--- config.mk ---
export PLATFORM = sky130hd
export DESIGN_NAME = sgm_fifo
export DESIGN_NICKNAME = d
export VERILOG_FILES = /design/src/sv/sgm_pkg.sv /design/src/sv/sgm_fifo.sv
export SDC_FILE = /design/constraint.sdc
export NUM_CORES = 1
export LEC_CHECK = 0
export BUFFER_PORTS_ARGS = -buffer_cell sky130_fd_sc_hd__buf_2
export CAP_MARGIN = 5
export CORE_MARGIN = 2
export CORE_UTILIZATION = 35
export CTS_CLUSTER_SIZE = 12
export DETAILED_ROUTE_END_ITERATION = 8
export PLACE_DENSITY = 0.57
export SYNTH_ARGS = -nofsm -noshare
export SYNTH_HDL_FRONTEND = slang
export SYNTH_SLANG_ARGS = --single-unit
--- constraint.sdc ---
create_clock -name clk_i -period 2.21 [get_ports clk_i]
set_input_delay 0.442 -clock clk_i [delete_from_list [all_inputs] [get_ports clk_i]]
set_output_delay 0.442 -clock clk_i [all_outputs]
set_load 0.01 [all_outputs]
--- src/sv/sgm_pkg.sv ---
package sgm_pkg;

  localparam int unsigned DEF_MAX_WIDTH = 2048;
  localparam int unsigned DEF_MAX_HEIGHT = 2048;
  localparam int unsigned CFG_INDEX_W = 3;
  localparam int unsigned CFG_DATA_W = 12;
  localparam int unsigned EV_DEPTH = 4;

  localparam logic [11:0] RST_FRAME_WIDTH = 12'd640;
  localparam logic [11:0] RST_FRAME_HEIGHT = 12'd480;
  localparam logic [11:0] RST_ABS_DIVISOR = 12'd2040;
  localparam logic [11:0] RST_ROOT_DIVISOR = 12'd1442;
  localparam logic [7:0] PIX_MAX = 8'd255;

  typedef enum logic [CFG_INDEX_W-1:0] {
    REG_FRAME_WIDTH,
    REG_FRAME_HEIGHT,
    REG_MIRROR_EDGES,
    REG_SUM_MODE,
    REG_CLAMP_OUTPUT,
    REG_ABS_DIVISOR,
    REG_ROOT_DIVISOR
  } reg_index_e;

  typedef enum logic [1:0] {
    WIN_NORMAL,
    WIN_LEFT_DUP,
    WIN_RIGHT_DUP
  } win_kind_e;

  typedef struct packed {
    logic [7:0] top;
    logic [7:0] mid;
    logic [7:0] bot;
  } column_t;

  typedef struct packed {
    column_t   col;
    win_kind_e kind;
    logic      emit;
    logic      zero;
    logic      row_end;
    logic      frame_end;
  } event_t;

  typedef struct packed {
    logic [11:0] frame_width;
    logic [11:0] frame_height;
    logic        mirror_edges;
  } front_cfg_t;

  typedef struct packed {
    logic        sum_mode;
    logic        clamp_output;
    logic [11:0] abs_divisor;
    logic [11:0] root_divisor;
  } back_cfg_t;

endpackage

--- src/sv/sgm_fifo.sv ---
module sgm_fifo import sgm_pkg::*; (
  input  logic   clk_i,
  input  logic   rst_ni,
  input  logic   push_i,
  input  event_t data_i,
  output logic   ready_o,
  output logic   valid_o,
  output event_t data_o,
  input  logic   pop_i
);

  localparam int unsigned PTR_W = $clog2(EV_DEPTH);
  localparam int unsigned CNT_W = $clog2(EV_DEPTH + 1);

  event_t            mem_q [EV_DEPTH];
  logic [PTR_W-1:0]  wr_ptr_q;
  logic [PTR_W-1:0]  rd_ptr_q;
  logic [CNT_W-1:0]  count_q;
  logic              do_push;
  logic              do_pop;

  assign ready_o = count_q != CNT_W'(EV_DEPTH);
  assign valid_o = count_q != '0;
  assign data_o = mem_q[rd_ptr_q];
  assign do_push = push_i && ready_o;
  assign do_pop = pop_i && valid_o;

  always_ff @(posedge clk_i) begin
    if (do_push) begin
      mem_q[wr_ptr_q] <= data_i;
    end
  end

  always_ff @(posedge clk_i or negedge rst_ni) begin
    if (!rst_ni) begin
      wr_ptr_q <= '0;
      rd_ptr_q <= '0;
      count_q <= '0;
    end else begin
      if (do_push) begin
        wr_ptr_q <= (wr_ptr_q == PTR_W'(EV_DEPTH - 1)) ? '0 : wr_ptr_q + PTR_W'(1);
      end
      if (do_pop) begin
        rd_ptr_q <= (rd_ptr_q == PTR_W'(EV_DEPTH - 1)) ? '0 : rd_ptr_q + PTR_W'(1);
      end
      if (do_push && !do_pop) begin
        count_q <= count_q + CNT_W'(1);
      end else if (do_pop && !do_push) begin
        count_q <= count_q - CNT_W'(1);
      end
    end
  end

endmodule

==> metrics <==
antenna-violating nets left 0; Final Net Count 329; slew margin rel. 0.7743; Buf+Inv Stages, Crit Path 3; Die W 121.2 um; gpl congestion 0.6390; Area contributors post-synth edfxtp_1 (75%), mux4_2 (13%), dfrtp_1 (3.6%); #FFs+latches synth 127; core area 13350 um^2; Fin Clk Skew 0.006639 ns; DR vias/cell 4.702; initial core utilization 0.3603; CTS root buf clkbuf_16; leakage power 2.152 nW; largest net degree at the start of global routing 26; critical path peak fanout 5; GRT Total Usage 0.1263; Final WS setup 0.004645 ns; clk sinks 127; sw frac 0.2747; Net Sw Power 2.377 mW; Comb power frac 0.316; Placement Cell Area 5391 um^2; Top Ports 66; Post-Synthesis Cell Area 4810 um^2; status completed; total power 8.654 mW; reg2reg end count_q[2]$_DFFE_PN0P_; WP data arrival 1.76 ns; reg-to-reg setup timing slack 0.14 ns; Worst path top cell family by delay multiplexers; Setup WS pre-CTS 0.1542 ns; post-route cell area 6091 um^2; max-slew violation count 0; Int Pwr 6.277 mW; Seq pwr share 0.392; Fmax 453.4 MHz; endpoints failing setup 0; Synth Area per Inst 24.79 um^2; Final HPWL DP 5.038 mm; PortBufs 65; min cycle time layout 2.205 ns; Die H 121.2 um; CP Class reg2out; worst r2r src count_q[0]$_DFFE_PN0P_; Worst Setup End Kind output port; share of layout cells above drive strength 1 0.4933; Post-synth EDFFs 120; ant diodes 0; R2R depth 8; Synth Flop Type edfxtp_1; deepest clock path buffer count 2; most instantiated cells after synthesis edfxtp_1 (120), mux4_2 (28), dfrtp_1 (7); Clk pin slew, worst setup/hold paths 0.05 ns; max incr delay on CP 0.51 ns; syn nets 235; Synth top area share 0.7492; Worst Tran Pin Value 0.3386 ns; synth warn 0; Setup crit start rd_ptr_q[0]$_DFFE_PN0P_; Synth Instances 194; PD cells 1421 nW/um^2; number of CTS-inserted buffers 17; drt drc 0; register area share after synthesis 0.7856; Slowest cell on crit path mux4_2; clock share of power 0.293; FP Rows 42; WP data required 1.77 ns; CTS tree done; count leader, synth edfxtp_1; total routed wirelength 8.730 mm; Peak VDD IR 0.0007138 V; critical path cell sequence buf_12, clkbuf_16, mux4_2, buf_6; Die ar. 14700 um^2; global-route wire length before repair 13.03 mm; Critical Path Sink data_o[7]; Min-Delay Path Class in2reg; Vias 2238; post-synth cell types 19; Max Cap Viol 0; H-tree depth 4; WP depth 4; DRT iter0 DRCs 168; total iterations of the first detailed-routing run 4; unrepaired setup endpoints after global routing true; number of global-route vias before repair 2305; final hold vios 0; Setup crit start kind flop; FFs w/ async S/R, synth 0.05512; leading area contributor after synthesis edfxtp_1; period utilization 0.9979; initial antenna violation count 0; grt total ovfl 0; clock latency on the worst-skew pair 0.41 ns; area delta synth->final 26.64%; wire per inst 18.34 um
-- timing repair --
action / 4_1_cts / 5_1_grt
endpoints found under the setup margin: 12 / 28
endpoints found under the hold margin: 7 / 0
setup buffers: 0 / 2
cloned: 0 / 2
resized for setup: 11 / 7
hold buffers: 1 / 0
pin swaps: 0 / 0
-- how the worst min path moves through the flow --
stage                    start                      to  slack (ns)  cells after the start
finish              data_i[15]  mem_q[1][15]$_DFFE_PP_        0.24                      1
global route         data_i[1]   mem_q[1][1]$_DFFE_PP_        0.23                      1
CTS                 data_i[15]  mem_q[1][15]$_DFFE_PP_        0.23                      1
detailed placement      rst_ni  count_q[2]$_DFFE_PN0P_        0.29                      1
global placement        rst_ni  count_q[0]$_DFFE_PN0P_        0.29                      1
floorplan               rst_ni  count_q[0]$_DFFE_PN0P_        0.15                      0
-- per-stage QoR --
stage | cells | hold WS (ns) | utilization | setup TNS, ns
floorplan | 194 | 0.1464 | - | 0
global placement | 440 | 0.2867 | 0.4039 | 0
detailed placement | 440 | 0.2878 | 0.4039 | 0
CTS | 472 | 0.2256 | 0.4486 | -0.2316
global route | 476 | 0.2295 | 0.4563 | -0.7695
finish | 476 | 0.2442 | 0.4563 | 0
-- cells by family after synthesis --
logic type	share of synthesized area
simple gates	0.01275
compound gates	0.002341
fa+ha+maj	0.01977
mux	0.1537
xor+xnor	0.005464
buf+inv	0.02029
flops	0.7856
-- layer usage --
metal  track usage  share of wire  vias up
met1        0.1616           0.45     1161
met4       0.05603          0.015        0
met5             0              0        -
met2        0.1900           0.48       64
li1              -              -      998
met3       0.05122          0.052       15
-- sequential cells by signal, summed over array words and instances (netlist names) --
signal and flops:
wr_ptr_q 2, count_q 3, rd_ptr_q 2, mem_q 120
-- layout by cell type, fill, tap and decap left out, types with 4 or more instances in the layout --
cell / instances
clkbuf_1: 5
ha_1: 6
nor2_1: 4
edfxtp_1: 120
clkbuf_16: 18
mux4_2: 30
buf_6: 15
mux2_2: 5
buf_4: 10
and2_2: 4
dfrtp_1: 5
buf_2: 51
-- worst register-to-register path, cell delays in order (launching register included) --
cell and delay [ns]:
dfrtp_1 0.43, or3_4 0.40, nand2_2 0.10, ha_1 0.18, inv_1 0.06, fa_1 0.38
xor2_1 0.17, nor2_1 0.11, xor2_1 0.16
-- area by class of cell --
class | instances | area, um^2
Inverter | 3 | 11.26
Multi-Input combinational cell | 57 | 930.9
Sequential cell | 127 | 3781
Clock buffer | 22 | 444.2
Clock inverter | 9 | 93.84
Timing Repair Buffer | 82 | 609.3
Tap cell | 176 | 220.2
Fill cell | 1171 | 7257
-- power groups by stage --
stage / logic, mW / clock network, mW / registers (mW)
after floorplan: 1.63 / 0 / 3.36
after global placement: 2.39 / 0 / 3.40
after detailed placement: 2.40 / 0 / 3.43
after CTS: 2.56 / 2.59 / 3.39
after global routing: 2.96 / 2.71 / 3.44
final: 2.73 / 2.53 / 3.39
Power figures use the tool's default switching activity.
