===== config.mk =====
export PLATFORM = sky130hd
export DESIGN_NAME = sgm_back
export DESIGN_NICKNAME = d
export VERILOG_FILES = /design/src/sv/sgm_pkg.sv /design/src/sv/sgm_back.sv
export SDC_FILE = /design/constraint.sdc
export NUM_CORES = 1
export LEC_CHECK = 0
export CAP_MARGIN = 20
export CORE_MARGIN = 4
export CORE_UTILIZATION = 54
export CTS_BUF_LIST = sky130_fd_sc_hd__clkbuf_4 sky130_fd_sc_hd__clkbuf_8 sky130_fd_sc_hd__clkbuf_16
export CTS_CLUSTER_DIAMETER = 60
export DETAILED_ROUTE_END_ITERATION = 10
export DONT_BUFFER_PORTS = 1
export HOLD_SLACK_MARGIN = 0.05
export PLACE_DENSITY = 0.7
export SLEW_MARGIN = 15
export SYNTH_ARGS = -nofsm -noshare
export SYNTH_HDL_FRONTEND = slang
export SYNTH_SLANG_ARGS = --single-unit

===== constraint.sdc =====
create_clock -name clk_i -period 7.6 [get_ports clk_i]
set_input_delay 1.9 -clock clk_i [delete_from_list [all_inputs] [get_ports clk_i]]
set_output_delay 1.9 -clock clk_i [all_outputs]
set_load 0.005 [all_outputs]

===== src/sv/sgm_pkg.sv =====
package sgm_pkg;

  localparam int unsigned DEF_MAX_WIDTH = 2048;
  localparam int unsigned DEF_MAX_HEIGHT = 2048;
  localparam int unsigned CFG_INDEX_W = 3;
  localparam int unsigned CFG_DATA_W = 12;
  localparam int unsigned EV_DEPTH = 4;

  localparam logic [11:0] RST_FRAME_WIDTH = 12'd640;
  localparam logic [11:0] RST_FRAME_HEIGHT = 12'd480;
  localparam logic [11:0] RST_ABS_DIVISOR = 12'd2040;
  localparam logic [11:0] RST_ROOT_DIVISOR = 12'd1442;
  localparam logic [7:0] PIX_MAX = 8'd255;

  typedef enum logic [CFG_INDEX_W-1:0] {
    REG_FRAME_WIDTH,
    REG_FRAME_HEIGHT,
    REG_MIRROR_EDGES,
    REG_SUM_MODE,
    REG_CLAMP_OUTPUT,
    REG_ABS_DIVISOR,
    REG_ROOT_DIVISOR
  } reg_index_e;

  typedef enum logic [1:0] {
    WIN_NORMAL,
    WIN_LEFT_DUP,
    WIN_RIGHT_DUP
  } win_kind_e;

  typedef struct packed {
    logic [7:0] top;
    logic [7:0] mid;
    logic [7:0] bot;
  } column_t;

  typedef struct packed {
    column_t   col;
    win_kind_e kind;
    logic      emit;
    logic      zero;
    logic      row_end;
    logic      frame_end;
  } event_t;

  typedef struct packed {
    logic [11:0] frame_width;
    logic [11:0] frame_height;
    logic        mirror_edges;
  } front_cfg_t;

  typedef struct packed {
    logic        sum_mode;
    logic        clamp_output;
    logic [11:0] abs_divisor;
    logic [11:0] root_divisor;
  } back_cfg_t;

endpackage


===== src/sv/sgm_back.sv =====
module sgm_back import sgm_pkg::*; (
  input  logic       clk_i,
  input  logic       rst_ni,
  input  back_cfg_t  cfg_i,
  input  logic       ev_valid_i,
  input  event_t     ev_i,
  output logic       ev_pop_o,
  output logic       empty_o,
  input  logic       pop_i,
  output logic [7:0] edge_value_o,
  output logic       row_end_o,
  output logic       frame_end_o
);

  typedef enum logic [2:0] {
    ST_IDLE,
    ST_SQUARE,
    ST_ROOT,
    ST_SCALE,
    ST_DIV,
    ST_OUT
  } state_e;

  state_e      state_q;
  column_t     a_q;
  column_t     b_q;
  logic [9:0]  ax_q;
  logic [9:0]  ay_q;
  logic [20:0] rv_q;
  logic [20:0] rres_q;
  logic [20:0] rbit_q;
  logic [10:0] mag_q;
  logic [18:0] rem_q;
  logic [18:0] dsh_q;
  logic [7:0]  quo_q;
  logic [2:0]  cnt_q;
  logic [7:0]  res_q;
  logic        re_q;
  logic        fe_q;
  logic        out_valid_q;
  logic [7:0]  out_value_q;
  logic        out_re_q;
  logic        out_fe_q;

  column_t     wl;
  column_t     wm;
  column_t     wr;
  logic [9:0]  sum_l;
  logic [9:0]  sum_r;
  logic [9:0]  sum_t;
  logic [9:0]  sum_b;
  logic [10:0] gx;
  logic [10:0] gy;
  logic [19:0] sqx;
  logic [19:0] sqy;
  logic [21:0] try_sum;
  logic        root_ge;
  logic [20:0] rres_next;
  logic [18:0] numer;
  logic [11:0] div_sel;
  logic [11:0] div_eff;
  logic        div_ge;

  always_comb begin
    case (ev_i.kind)
      WIN_RIGHT_DUP: begin
        wl = a_q;
        wm = b_q;
        wr = b_q;
      end
      WIN_LEFT_DUP: begin
        wl = b_q;
        wm = b_q;
        wr = ev_i.col;
      end
      default: begin
        wl = a_q;
        wm = b_q;
        wr = ev_i.col;
      end
    endcase
  end

  assign sum_l = 10'(wl.top) + 10'({wl.mid, 1'b0}) + 10'(wl.bot);
  assign sum_r = 10'(wr.top) + 10'({wr.mid, 1'b0}) + 10'(wr.bot);
  assign sum_t = 10'(wl.top) + 10'({wm.top, 1'b0}) + 10'(wr.top);
  assign sum_b = 10'(wl.bot) + 10'({wm.bot, 1'b0}) + 10'(wr.bot);
  assign gx = {1'b0, sum_r} - {1'b0, sum_l};
  assign gy = {1'b0, sum_b} - {1'b0, sum_t};

  assign sqx = ax_q * ax_q;
  assign sqy = ay_q * ay_q;

  assign try_sum = {1'b0, rres_q} + {1'b0, rbit_q};
  assign root_ge = {1'b0, rv_q} >= try_sum;
  assign rres_next = root_ge ? ((rres_q >> 1) + rbit_q) : (rres_q >> 1);

  assign numer = {mag_q, 8'd0} - 19'(mag_q);
  assign div_sel = cfg_i.sum_mode ? cfg_i.abs_divisor : cfg_i.root_divisor;
  assign div_eff = (div_sel == '0) ? 12'd1 : div_sel;
  assign div_ge = rem_q >= dsh_q;

  assign ev_pop_o = (state_q == ST_IDLE) && ev_valid_i;
  assign empty_o = !out_valid_q;
  assign edge_value_o = out_value_q;
  assign row_end_o = out_re_q;
  assign frame_end_o = out_fe_q;

  always_ff @(posedge clk_i or negedge rst_ni) begin
    if (!rst_ni) begin
      state_q <= ST_IDLE;
      a_q <= '0;
      b_q <= '0;
      ax_q <= '0;
      ay_q <= '0;
      rv_q <= '0;
      rres_q <= '0;
      rbit_q <= '0;
      mag_q <= '0;
      rem_q <= '0;
      dsh_q <= '0;
      quo_q <= '0;
      cnt_q <= '0;
      res_q <= '0;
      re_q <= 1'b0;
      fe_q <= 1'b0;
      out_valid_q <= 1'b0;
      out_value_q <= '0;
      out_re_q <= 1'b0;
      out_fe_q <= 1'b0;
    end else begin
      if (pop_i && out_valid_q && (state_q != ST_OUT)) begin
        out_valid_q <= 1'b0;
      end
      case (state_q)
        ST_IDLE: begin
          if (ev_valid_i) begin
            a_q <= b_q;
            b_q <= ev_i.col;
            re_q <= ev_i.row_end;
            fe_q <= ev_i.frame_end;
            ax_q <= gx[10] ? 10'(-gx) : gx[9:0];
            ay_q <= gy[10] ? 10'(-gy) : gy[9:0];
            if (ev_i.emit) begin
              if (ev_i.zero) begin
                res_q <= '0;
                state_q <= ST_OUT;
              end else begin
                state_q <= ST_SQUARE;
              end
            end
          end
        end
        ST_SQUARE: begin
          if (cfg_i.sum_mode) begin
            mag_q <= 11'(ax_q) + 11'(ay_q);
            state_q <= ST_SCALE;
          end else begin
            rv_q <= 21'(sqx) + 21'(sqy);
            rres_q <= '0;
            rbit_q <= 21'(1) << 20;
            state_q <= ST_ROOT;
          end
        end
        ST_ROOT: begin
          if (root_ge) begin
            rv_q <= rv_q - try_sum[20:0];
          end
          rres_q <= rres_next;
          rbit_q <= rbit_q >> 2;
          if (rbit_q[0]) begin
            mag_q <= rres_next[10:0];
            state_q <= ST_SCALE;
          end
        end
        ST_SCALE: begin
          if (cfg_i.clamp_output) begin
            res_q <= (mag_q > 11'(PIX_MAX)) ? PIX_MAX : mag_q[7:0];
            state_q <= ST_OUT;
          end else if (20'(numer) >= {div_eff, 8'd0}) begin
            res_q <= PIX_MAX;
            state_q <= ST_OUT;
          end else begin
            rem_q <= numer;
            dsh_q <= {div_eff, 7'd0};
            quo_q <= '0;
            cnt_q <= 3'd7;
            state_q <= ST_DIV;
          end
        end
        ST_DIV: begin
          if (div_ge) begin
            rem_q <= rem_q - dsh_q;
          end
          quo_q <= {quo_q[6:0], div_ge};
          dsh_q <= dsh_q >> 1;
          if (cnt_q == '0) begin
            res_q <= {quo_q[6:0], div_ge};
            state_q <= ST_OUT;
          end else begin
            cnt_q <= cnt_q - 3'd1;
          end
        end
        ST_OUT: begin
          if (!out_valid_q || pop_i) begin
            out_valid_q <= 1'b1;
            out_value_q <= res_q;
            out_re_q <= re_q;
            out_fe_q <= fe_q;
            state_q <= ST_IDLE;
          end
        end
        default: begin
          state_q <= ST_IDLE;
        end
      endcase
    end
  end

endmodule


==> flow_summary.ini <==
[finish]
drive_above_1_share_pct = 7.457
seqCellArea_sq_um = 5105
antenna_cells = 0
stdcell_count = 2838
area_growth_pct = 6.105
multi_input_area_sq_um = 14900
layout.nets = 2759
fillCellCount = 3445
stdcell_area_sq_um = 22880

[global_routing]
grt_max_degree = 205
grt_pass1_wl_mm = 84.42
grt_pass1_vias = 17410
grt_usage_pct = 22.90
antenna_found_initial = 0
grt-ovfl-total = 0

[synth]
yosys.area.top_type_share_pct = 23.68
synth-edff-count = 0
synthFlopType = dfrtp_1
avgSynthCellArea_sq_um = 9.166
ys_seq_elements = 204
yosys.area.top_type = dfrtp_1
synth.top_cells.by_count = 323 x inv_1, 236 x nand2_1, 204 x dfrtp_1
async_reset_ff_share_pct = 100.0
synth_most_common_cell = inv_1
syn-cell-area_sq_um = 21560
synthTopCellsByArea = dfrtp_1 24%, fa_1 18%, ha_1 12%
synth_cells = 2352
syn_nets = 2809
synth_cell_types = 72
yosys_warnings = 0
yosysSeqAreaShare_pct = 23.68

[worst_setup_path]
cp_max_fo = 14
cp_cell_sequence = nand2_1 > fa_1 > inv_1 > fa_1 > inv_1 > fa_1 > inv_1 > fa_1 > fa_1 > fa_1 > inv_1 > fa_1 > inv_1 > ha_1 > o21a_1 > o21ai_0 > o31ai_1 > o41a_1 > a211o_1 > a21oi_1 > xnor2_1 > o21ai_0
cpPeakStageDelay_ps = 690
required_ps = 8020
crit_path_top_delay_cell = dfrtp_1
crit_family = adder cells
endpoint_kind = flip-flop
startpoint_type = flip-flop
path_buf_inv = 5
worstPathArrival_ps = 7220
cp_common_cell = fa_1
path_class = flip-flop to flip-flop

[sta]
max_clock_freq_mhz = 147.0
period_needed_ps = 6801
setup_tns_ps = 0
slew_headroom_pct = 30.03
rsz0062_at_grt = false
slew_viol_final = 0
hold_violations = 0
finalClockSkew_ps = 45.08
final-setup-viol-count = 0
worstMarginPinSlew_ps = 1040
whs_ps = 487.3
fin_crit_sh_pct = 89.49

[drt]
drc = 0
avgRoutedWirePerCell_um = 17.20
ant_nets = 0
num_vias = 16320
wirelength_mm = 48.82
drtIter0Drc = 997
routed_via_density = 5.749
first_pass_iters = 5

[floorplan]
initial_core_util_pct = 55.14
io_pins = 72
die_y_um = 207.8
rows = 72
die_w_um = 207.8
core-area_sq_um = 39100
dieArea_sq_um = 43190

[placement]
hpwlAfterDp_mm = 37.91
routabilityCongestion = 0.8887
dpl-instance-area_sq_um = 21980
dp.cells = 2791
portBuffers = 0

[clocking]
post_cts_buffers = 0
worstSkewPairLatency_ps = 570
clk_path_buf_depth = 3
numCtsBuffers = 26
postCtsHoldBufs = 0
cts_tree = yes
cts_resized = 0
clkSinkCount = 204
htree_levels = 1
root_buffer = clkbuf_16
clk_pin_slew_ps = 60

[min_path]
hp-class = flip-flop to flip-flop

[run]
maxCapViolations = 0

[outcome]
outcome = complete, no violations
per-layer routing:
| metal | track usage, % | share of wire [%] | wire [um] | vias up |
|---|---|---|---|---|
| met4 | 5.866 | 2.5 | 1204 | 0 |
| met1 | 30.42 | 44 | 21510 | 8041 |
| li1 | - | - | - | 7813 |
| met5 | 0 | 0 | 0 | - |
| met3 | 2.917 | 4.8 | 2341 | 99 |
| met2 | 39.94 | 49 | 23760 | 364 |
cell families after synthesis:
logic type,count (synthesis),share of synthesized area [%]
adder cells (fa/ha/maj),397,29.83
multiplexers,136,6.807
AO/OA/AOI/OAI,470,14.00
XOR/XNOR,135,5.484
flip-flops,204,23.68
buffers and inverters,417,7.359
AND/OR/NAND/NOR,593,12.84
layout by cell type, fill, tap and decap left out, drive strengths merged, types with 14 or more instances in the layout:
cell | netlist | final
xor2 | 47 | 47
xnor2 | 88 | 88
a22o | 18 | 18
a31oi | 31 | 31
mux2i | 54 | 54
and3 | 16 | 16
ha | 202 | 202
clkbuf | 82 | 29
nor2 | 121 | 121
o21ai | 124 | 124
inv | 323 | 325
nand3 | 49 | 49
o311ai | 15 | 15
buf | 12 | 16
nor2b | 26 | 26
mux2 | 82 | 82
fa | 195 | 195
a21oi | 120 | 120
dfrtp | 204 | 204
and2 | 48 | 48
nand2 | 236 | 236
nand2b | 14 | 14
a21o | 34 | 34
nor3 | 32 | 32
cell type report:
type	count	share of cell area [%]
tap	518	2.833
sequential	204	22.32
timing repair buffer	16	0.5251
clock buffer	29	2.943
multi-input combinational	1731	65.15
inverter	323	5.300
clock inverter	17	0.9298
metrics by stage:
step	utilization, %	setup slack, ps
2_1_floorplan	-	922.3
3_3_place_gp	56.22	929.9
3_5_place_dp	56.22	719.8
4_1_cts	58.49	800.4
5_1_grt	58.51	404.7
6_report	58.51	798.7
final timing paths:
kind                       depth (start not counted)  slack [ps]  startpoint   endpoint
setup / recovery                                  22         800     ax_q[2]   rv_q[20]
hold / removal                                     1         490    cnt_q[0]   cnt_q[0]
setup reg to reg                                  22         800     ax_q[2]   rv_q[20]
hold reg to reg                                    1         490    cnt_q[0]   cnt_q[0]
max in group asynchronous                          0        6300      rst_ni    a_q[23]
min in group asynchronous                          0        1030      rst_ni  dsh_q[14]
state kept, by name (all words and copies together), names as in the netlist:
register      count
a_q              24
b_q              24
rres_q           21
rv_q             21
dsh_q            19
rem_q            19
mag_q            11
rbit_q           11
ax_q             10
ay_q             10
edge_value_o      8
res_q             8
quo_q             7
cnt_q             3
state_q           3
fe_q              1
frame_end_o       1
out_valid_q       1
re_q              1
row_end_o         1
Power is left out: the tool's default activity adds up to more than one toggle a clock period on the data nets, which glitch-free logic cannot reach.
